==> config.mk <==
export PLATFORM = sky130hd
export DESIGN_NAME = rc4_stream_cipher
export DESIGN_NICKNAME = d
export VERILOG_FILES = /design/src/hdl/rc4_pkg.sv /design/src/hdl/rc4_stream_cipher.sv /design/src/hdl/rc4_ctrl.sv /design/src/hdl/rc4_dpath.sv
export SDC_FILE = /design/constraint.sdc
export NUM_CORES = 2
export LEC_CHECK = 0
export ABC_CLOCK_PERIOD_IN_PS = 19710
export BUFFER_PORTS_ARGS = -buffer_cell sky130_fd_sc_hd__buf_2
export CELL_PAD_IN_SITES_DETAIL_PLACEMENT = 0
export CELL_PAD_IN_SITES_GLOBAL_PLACEMENT = 1
export CORE_MARGIN = 2
export CORE_UTILIZATION = 35
export CTS_CLUSTER_DIAMETER = 120
export DETAILED_ROUTE_END_ITERATION = 8
export GPL_ROUTABILITY_DRIVEN = 0
export PLACE_DENSITY_LB_ADDON = 0.15
export SLEW_MARGIN = 20
export SYNTH_ARGS = -nofsm -noshare
export SYNTH_HDL_FRONTEND = slang
export SYNTH_SLANG_ARGS = --single-unit
==> constraint.sdc <==
create_clock -name clk -period 19.71 [get_ports clk]
set_input_delay 3.942 -clock clk [delete_from_list [all_inputs] [get_ports clk]]
set_output_delay 3.942 -clock clk [all_outputs]
set_load 0.1 [all_outputs]
==> src/hdl/rc4_pkg.sv <==
// ----------------------------------------------------------------------------
// rc4_pkg
// Shared types and constants for the RC4 stream cipher block.
// ----------------------------------------------------------------------------
package rc4_pkg;

  localparam int BYTE_W        = 8;
  localparam int PERM_DEPTH    = 256;
  localparam int KEY_W         = 64;
  localparam int KEY_BYTES_DEF = 8;
  localparam int KEY_BYTES_MAX = KEY_W / BYTE_W;

  localparam logic CMD_INIT  = 1'b0;
  localparam logic CMD_CRYPT = 1'b1;

  // Commands from the controller to the datapath.
  typedef struct packed {
    logic capture;     // input transfer: latch data byte
    logic fill;        // write identity entry, advance counter
    logic ksa_rd_n;    // read S[n]
    logic ksa_rd_acc;  // accumulate, read S[acc]
    logic ksa_wr_n;    // S[n] <= S[acc]
    logic ksa_wr_acc;  // S[acc] <= t, advance counter
    logic cr_rd_i;     // i <= i + 1, read S[i]
    logic cr_rd_j;     // j <= j + a, read S[j]
    logic cr_wr_i;     // S[i] <= b, read S[a + b]
    logic cr_wr_j;     // S[j] <= a
    logic out_load;    // load output byte
  } ctl_t;

  // Status from the datapath to the controller.
  typedef struct packed {
    logic cnt_last;
  } sts_t;

endpackage

==> src/hdl/rc4_stream_cipher.sv <==
// ----------------------------------------------------------------------------
// rc4_stream_cipher
// RC4 stream cipher with an 8-byte key register and a shared crypt path.
// ----------------------------------------------------------------------------
// Usage:
//   Input channel (in_valid/in_stall, cmd, data_in): cmd 0 runs the key
//   schedule from cipher key, cmd 1 XORs data_in with the next keystream byte.
//   Output channel (out_valid/out_stall, data_out): one transfer per crypt
//   item, none for an init item.
//   cfg_wr_en/cfg_wr_data load the key; write it only while the block is idle.
//   A crypt item runs four steps on the permutation memory, which has one
//   read port and one write port (read S[i], read S[j], write S[i], write
//   S[j]); the result shows at the end of the fourth step.
//   An init item runs an identity fill of all 256 entries, then 256 swap
//   steps, all through the one memory write port.
//   After reset the block runs the same identity fill with in_stall high,
//   clears both indices and the key, then waits for items.
//   The result sits in an output register; while out_stall holds it, a
//   finished crypt step waits in its last state and accepts nothing new.
// ----------------------------------------------------------------------------
module rc4_stream_cipher #(
  parameter int KEY_BYTES = rc4_pkg::KEY_BYTES_DEF
) (
  input  logic                        clk,
  input  logic                        rst,
  input  logic                        cfg_wr_en,
  input  logic [rc4_pkg::KEY_W-1:0]   cfg_wr_data,
  input  logic                        in_valid,
  output logic                        in_stall,
  input  logic                        cmd,
  input  logic [rc4_pkg::BYTE_W-1:0]  data_in,
  output logic                        out_valid,
  input  logic                        out_stall,
  output logic [rc4_pkg::BYTE_W-1:0]  data_out
);

  rc4_pkg::ctl_t ctl;
  rc4_pkg::sts_t sts;

  rc4_ctrl u_ctrl (
    .clk       (clk),
    .rst       (rst),
    .in_valid  (in_valid),
    .in_stall  (in_stall),
    .cmd       (cmd),
    .out_valid (out_valid),
    .out_stall (out_stall),
    .ctl       (ctl),
    .sts       (sts)
  );

  rc4_dpath #(
    .KEY_BYTES (KEY_BYTES)
  ) u_dpath (
    .clk         (clk),
    .rst         (rst),
    .cfg_wr_en   (cfg_wr_en),
    .cfg_wr_data (cfg_wr_data),
    .data_in     (data_in),
    .data_out    (data_out),
    .ctl         (ctl),
    .sts         (sts)
  );

endmodule

==> src/hdl/rc4_ctrl.sv <==
// ----------------------------------------------------------------------------
// rc4_ctrl
// Sequencer for the RC4 block: clearing pass, key schedule and crypt steps,
// input and output handshakes.
// ----------------------------------------------------------------------------
module rc4_ctrl (
  input  logic          clk,
  input  logic          rst,
  input  logic          in_valid,
  output logic          in_stall,
  input  logic          cmd,
  output logic          out_valid,
  input  logic          out_stall,
  output rc4_pkg::ctl_t ctl,
  input  rc4_pkg::sts_t sts
);

  typedef enum logic [9:0] {
    ST_FILL       = 10'b00_0000_0001,
    ST_IDLE       = 10'b00_0000_0010,
    ST_K_RD_N     = 10'b00_0000_0100,
    ST_K_RD_ACC   = 10'b00_0000_1000,
    ST_K_WR_N     = 10'b00_0001_0000,
    ST_K_WR_ACC   = 10'b00_0010_0000,
    ST_C_RD_I     = 10'b00_0100_0000,
    ST_C_RD_J     = 10'b00_1000_0000,
    ST_C_WR_I     = 10'b01_0000_0000,
    ST_C_WR_J     = 10'b10_0000_0000
  } state_t;

  state_t state;
  state_t state_next;
  logic   ksa_pend;
  logic   ksa_pend_next;
  logic   accept;
  logic   out_free;

  assign in_stall = (state != ST_IDLE);
  assign accept   = in_valid && !in_stall;
  assign out_free = !out_valid || !out_stall;

  always_comb begin
    ctl            = '0;
    state_next     = state;
    ksa_pend_next  = ksa_pend;
    ctl.capture    = accept;
    unique case (state)
      ST_FILL: begin
        ctl.fill = 1'b1;
        if (sts.cnt_last) begin
          state_next    = ksa_pend ? ST_K_RD_N : ST_IDLE;
          ksa_pend_next = 1'b0;
        end
      end
      ST_IDLE: begin
        if (accept) begin
          if (cmd == rc4_pkg::CMD_CRYPT) begin
            state_next = ST_C_RD_I;
          end else begin
            state_next    = ST_FILL;
            ksa_pend_next = 1'b1;
          end
        end
      end
      ST_K_RD_N: begin
        ctl.ksa_rd_n = 1'b1;
        state_next   = ST_K_RD_ACC;
      end
      ST_K_RD_ACC: begin
        ctl.ksa_rd_acc = 1'b1;
        state_next     = ST_K_WR_N;
      end
      ST_K_WR_N: begin
        ctl.ksa_wr_n = 1'b1;
        state_next   = ST_K_WR_ACC;
      end
      ST_K_WR_ACC: begin
        ctl.ksa_wr_acc = 1'b1;
        state_next     = sts.cnt_last ? ST_IDLE : ST_K_RD_N;
      end
      ST_C_RD_I: begin
        ctl.cr_rd_i = 1'b1;
        state_next  = ST_C_RD_J;
      end
      ST_C_RD_J: begin
        ctl.cr_rd_j = 1'b1;
        state_next  = ST_C_WR_I;
      end
      ST_C_WR_I: begin
        ctl.cr_wr_i = 1'b1;
        state_next  = ST_C_WR_J;
      end
      ST_C_WR_J: begin
        ctl.cr_wr_j = 1'b1;
        if (out_free) begin
          ctl.out_load = 1'b1;
          state_next   = ST_IDLE;
        end
      end
      default: begin
        state_next = ST_IDLE;
      end
    endcase
  end

  always_ff @(posedge clk) begin
    if (rst) begin
      state     <= ST_FILL;
      ksa_pend  <= 1'b0;
      out_valid <= 1'b0;
    end else begin
      state    <= state_next;
      ksa_pend <= ksa_pend_next;
      if (ctl.out_load) begin
        out_valid <= 1'b1;
      end else if (!out_stall) begin
        out_valid <= 1'b0;
      end
    end
  end

`ifndef SYNTH
  a_load_free: assert property (@(posedge clk) disable iff (rst)
    ctl.out_load |-> !(out_valid && out_stall))
    else $error("output loaded over a pending transfer");

  a_idle_no_pend: assert property (@(posedge clk) disable iff (rst)
    (state == ST_IDLE) |-> !ksa_pend)
    else $error("idle with key schedule pending");

  a_valid_src: assert property (@(posedge clk) disable iff (rst)
    $rose(out_valid) |-> $past(state == ST_C_WR_J))
    else $error("output valid without crypt step");
`endif

endmodule

==> src/hdl/rc4_dpath.sv <==
// ----------------------------------------------------------------------------
// rc4_dpath
// RC4 datapath: permutation memory, indices, key register and output byte.
// ----------------------------------------------------------------------------
module rc4_dpath #(
  parameter int KEY_BYTES = rc4_pkg::KEY_BYTES_DEF
) (
  input  logic                        clk,
  input  logic                        rst,
  input  logic                        cfg_wr_en,
  input  logic [rc4_pkg::KEY_W-1:0]   cfg_wr_data,
  input  logic [rc4_pkg::BYTE_W-1:0]  data_in,
  output logic [rc4_pkg::BYTE_W-1:0]  data_out,
  input  rc4_pkg::ctl_t               ctl,
  output rc4_pkg::sts_t               sts
);

  localparam int AW     = $clog2(rc4_pkg::PERM_DEPTH);
  localparam int KPOS_W = (KEY_BYTES > 1) ? $clog2(KEY_BYTES) : 1;
  localparam int KSEL_W = $clog2(rc4_pkg::KEY_BYTES_MAX);
  localparam logic [KPOS_W-1:0] KPOS_LAST = KPOS_W'(KEY_BYTES - 1);

  logic [rc4_pkg::BYTE_W-1:0] mem [rc4_pkg::PERM_DEPTH];
  logic [rc4_pkg::BYTE_W-1:0] rdata;
  logic [AW-1:0]              raddr;
  logic [AW-1:0]              waddr;
  logic [rc4_pkg::BYTE_W-1:0] wdata;
  logic                       we;

  logic [rc4_pkg::KEY_W-1:0]  cipher_key;
  logic [AW-1:0]              cnt;
  logic [KPOS_W-1:0]          kpos;
  logic [AW-1:0]              acc;
  logic [AW-1:0]              acc_next;
  logic [AW-1:0]              idx_i;
  logic [AW-1:0]              idx_j;
  logic [AW-1:0]              j_next;
  logic [AW-1:0]              ks_addr;
  logic [rc4_pkg::BYTE_W-1:0] val_a;
  logic [rc4_pkg::BYTE_W-1:0] val_b;
  logic [rc4_pkg::BYTE_W-1:0] data_reg;
  logic [rc4_pkg::BYTE_W-1:0] key_byte;
  logic [rc4_pkg::BYTE_W-1:0] ks;

  assign sts.cnt_last = (cnt == AW'(rc4_pkg::PERM_DEPTH - 1));

  assign key_byte = rc4_pkg::BYTE_W'(cipher_key >> {KSEL_W'(kpos), 3'b000});
  assign acc_next = acc + rdata + key_byte;
  assign j_next   = idx_j + rdata;
  assign ks_addr  = val_a + val_b;

  always_comb begin
    priority if (ks_addr == idx_j) begin
      ks = val_a;
    end else if (ks_addr == idx_i) begin
      ks = val_b;
    end else begin
      ks = rdata;
    end
  end

  always_comb begin
    raddr = cnt;
    waddr = cnt;
    wdata = rc4_pkg::BYTE_W'(cnt);
    we    = 1'b0;
    priority if (ctl.fill) begin
      we = 1'b1;
    end else if (ctl.ksa_rd_n) begin
      raddr = cnt;
    end else if (ctl.ksa_rd_acc) begin
      raddr = acc_next;
    end else if (ctl.ksa_wr_n) begin
      we    = 1'b1;
      wdata = rdata;
    end else if (ctl.ksa_wr_acc) begin
      we    = 1'b1;
      waddr = acc;
      wdata = val_a;
    end else if (ctl.cr_rd_i) begin
      raddr = idx_i + AW'(1);
    end else if (ctl.cr_rd_j) begin
      raddr = j_next;
    end else if (ctl.cr_wr_i) begin
      we    = 1'b1;
      waddr = idx_i;
      wdata = rdata;
      raddr = val_a + rdata;
    end else if (ctl.cr_wr_j) begin
      we    = 1'b1;
      waddr = idx_j;
      wdata = val_a;
      raddr = ks_addr;
    end else begin
      raddr = cnt;
    end
  end

  always_ff @(posedge clk) begin
    if (we) begin
      mem[waddr] <= wdata;
    end
    rdata <= mem[raddr];
  end

  always_ff @(posedge clk) begin
    if (rst) begin
      cipher_key <= '0;
      cnt        <= '0;
      kpos       <= '0;
      acc        <= '0;
      idx_i      <= '0;
      idx_j      <= '0;
    end else begin
      if (cfg_wr_en) begin
        cipher_key <= cfg_wr_data;
      end
      if (ctl.fill) begin
        cnt   <= cnt + AW'(1);
        kpos  <= '0;
        acc   <= '0;
        idx_i <= '0;
        idx_j <= '0;
      end
      if (ctl.ksa_rd_acc) begin
        acc <= acc_next;
      end
      if (ctl.ksa_wr_acc) begin
        cnt  <= cnt + AW'(1);
        kpos <= (kpos == KPOS_LAST) ? '0 : kpos + KPOS_W'(1);
      end
      if (ctl.cr_rd_i) begin
        idx_i <= idx_i + AW'(1);
      end
      if (ctl.cr_rd_j) begin
        idx_j <= j_next;
      end
    end
  end

  always_ff @(posedge clk) begin
    if (ctl.capture) begin
      data_reg <= data_in;
    end
    if (ctl.ksa_rd_acc || ctl.cr_rd_j) begin
      val_a <= rdata;
    end
    if (ctl.cr_wr_i) begin
      val_b <= rdata;
    end
    if (ctl.out_load) begin
      data_out <= data_reg ^ ks;
    end
  end

`ifndef SYNTH
  a_fill_done: assert property (@(posedge clk) disable iff (rst)
    (ctl.fill && sts.cnt_last) |=> (cnt == '0 && idx_i == '0 && idx_j == '0))
    else $error("clearing pass did not leave counter and indices at zero");

  a_ksa_wrap: assert property (@(posedge clk) disable iff (rst)
    (ctl.ksa_wr_acc && sts.cnt_last) |=> (cnt == '0))
    else $error("key schedule counter did not wrap");
`endif

endmodule

==> results.txt <==
FF-to-FF Start = u_dpath.kpos[1]$_SDFFE_PP0P_
Worst VDD drop = 0.000280 V
gr usage total = 26.1%
Netlist cell types = 91
Worst Setup EP = u_dpath.rdata[5]$_DFF_P_
Worst EP arrival = 8.81 ns
synthesized area = 0.0906 mm^2
I/O Buffers = 87
Yosys reg bits = 2199
total wire length = 351000 um
Final Cycle Share = 41.0%
largest registers = u_dpath.mem (2048), u_dpath.cipher_key (64), u_ctrl.state (10)
Yosys top cell area share = 68.9%
Via-to-Cell Ratio = 5.79
CP Capture Type = flip-flop
vias in the first global route = 57600
worst rel slew slack = 20.5%
max-slew violation count = 0
core area = 0.257 mm^2
initial DRC count = 7426
Wirelength per Cell = 33.5 um
area leader, netlist = edfxtp_1
Synth Area in XOR/XNOR = 0.609%
Reg2Reg Setup Slack = 11.63 ns
tightest hold margin = 0.489 ns
asr flop ratio synth = 0%
drt drc = 0
number of synthesized flops with an enable pin = 2080
Synth Area in Compound Gates = 7.16%
grt ovf = 0
combinational family with the most area after synthesis = simple AND/OR/NAND/NOR gates
crit path launch type = flip-flop
outcome = completed
die width = 513 um
initial antenna violation count = 19
fin nets = 7035
critical path data required time = 20.44 ns
Via Count = 60800
Post-DRT Antenna Nets = 0
cells after synthesis = 6858
hold buffer count at CTS = 0
max cap viols = 0
largest net degree at the start of global routing = 182
H-tree depth = 4
top_reg_cell synth = edfxtp_1
Pwr Density = 185 mW/mm^2
synth warn = 0
worst hold path type = flip-flop to flip-flop
Largest register FFs = 2048
multiplexer share of the synthesized area = 4.10%
total CTS buffers = 239
sequential area share after synthesis = 71.6%
Post-DP Area = 0.0949 mm^2
CTS root buffer = clkbuf_16
Final Hold Fails = 0
average cell area after synthesis = 13.2 um^2
IO Pins = 88
clock sink count = 2199
Die ar. = 0.263 mm^2
CP Max Fanout = 31
Starting Density = 35.2%
Post-CTS Setup Bufs = 0
unrepaired setup endpoints after global routing = no
Worst-Margin Slew = 1.18 ns
minimum clock period = 8.08 ns
Worst-path clk slew = 0.06 ns
die height = 513 um
leakage power = 34.6 nW
post-CTS sizing = 0
fin area = 0.103 mm^2
setup violators final = 0
setup tns final = 0 ns
maximum clock frequency = 124 MHz
drt pass-1 iters = 6
clock skew = 0.0870 ns
first-pass GRT wire length = 483000 um
critical setup path kind = flip-flop to flip-flop
Clock Tree Buf Depth = 3
Top reg by flops = u_dpath.mem
post-synthesis simple-gate area fraction = 13.3%
Final Util = 39.9%
Tot Pwr = 19.0 mW
most common cell in the netlist = edfxtp_1
share of cells above drive strength 1 = 10.3%
Worst Reg-to-Reg Cells = 20
Area Growth Syn to Fin = 13.3%
Mapped Nets = 6978
start point of the critical path = u_dpath.kpos[1]$_SDFFE_PP0P_
CTS tree = done
Row Count = 186
Post-DP HPWL = 214000 um
Synth area leaders = edfxtp_1, nand2_1, mux2i_1, nand3_1, dfxtp_1
Synth top cells by count = edfxtp_1, nand2_1, nor2_1
worst r2r dst = u_dpath.rdata[5]$_DFF_P_
Worst-Skew Late Latency = 0.94 ns
post-synthesis adder-cell area fraction = 0.671%
==> placed cells by master, fill, tap and decap left out, types with 67 or more instances in the layout <==
cell type  instances
a31oi_1          137
clkbuf_16        239
nand4_1           74
nor2_1           442
buf_4            158
nand3_1          481
o21ai_0           83
dfxtp_1          119
mux2i_1          307
a21oi_1          176
edfxtp_1        2080
nand2_1         1549
buf_2             85
and3_1            67
a32oi_1          145
==> power by group <==
part | switching [mW] | internal (mW) | leakage [nW]
combinational | 6.94 | 2.06 | 10.7
clock | 1.95 | 2.49 | 3.70
sequential | 0.106 | 5.44 | 20.2
total | 8.99 | 9.99 | 34.6
==> how the worst min path moves through the flow <==
stage	startpoint	endpoint	cells past startpoint	slack, ns
floorplan	u_dpath.rdata[7]$_DFF_P_	u_dpath.val_a[7]$_DFFE_PP_	0	0.42
global placement	u_dpath.cipher_key[41]$_SDFFE_PP0P_	u_dpath.cipher_key[41]$_SDFFE_PP0P_	2	0.47
detailed placement	u_dpath.cipher_key[14]$_SDFFE_PP0P_	u_dpath.cipher_key[14]$_SDFFE_PP0P_	2	0.48
CTS	u_dpath.cipher_key[21]$_SDFFE_PP0P_	u_dpath.cipher_key[21]$_SDFFE_PP0P_	2	0.49
global route	u_dpath.cipher_key[14]$_SDFFE_PP0P_	u_dpath.cipher_key[14]$_SDFFE_PP0P_	2	0.51
finish	u_dpath.cipher_key[21]$_SDFFE_PP0P_	u_dpath.cipher_key[21]$_SDFFE_PP0P_	2	0.49
==> worst max-delay path, cell delays in order (launching register included) <==
cell      delay, ns
dfxtp_1        0.98
mux4_2         0.42
mux2_2         0.30
fa_1           0.43
ha_1           0.22
fa_1           0.64
nand2b_1       0.09
o32ai_1        0.23
a21oi_1        0.13
o221ai_4       0.24
buf_4          0.43
buf_4          0.54
buf_4          0.56
nor2_2         0.20
nand2_1        0.36
o22ai_1        0.12
nor4_1         1.01
o21ai_0        0.24
a211o_1        0.30
o32ai_1        0.27
a211oi_1       0.08
==> per-stage QoR <==
step	setup WS, ns	instances
after floorplan	5.74	6858
after global placement	11.43	10100
after detailed placement	11.79	10100
after CTS	11.75	10500
after global routing	11.62	10500
final	11.63	10500
==> layout make-up <==
type	count	area, um^2
well taps	3384	4230
inverters	18	67.6
fillers	24000	154000
clock inverters	147	1490
multi-input cells	4196	23900
clock buffers	294	6190
diodes	4	10.0
flip-flops and latches	2199	64800
repair buffers	261	1970
==> per-layer routing <==
layer  part of all wire [%]  vias up  GRT usage (%)
met4                    3.5        4           8.38
met1                     43    31700           36.7
met3                    8.0      539           4.84
li1                       -    25800              -
met2                     46     2793           40.9
met5                 0.0068        -              0
==> cell families (layout without fill, tap and decap cells) <==
logic type               count (synthesis)  count (layout)
XOR/XNOR                                63              63
adder cells (fa/ha/maj)                 42              42
AO/OA/AOI/OAI                          922             922
other                                    0               4
flip-flops                            2199            2199
multiplexers                           341             341
buffers and inverters                  463             720
AND/OR/NAND/NOR                       2828            2828
Note: power is estimated with default switching activity, not from simulation.
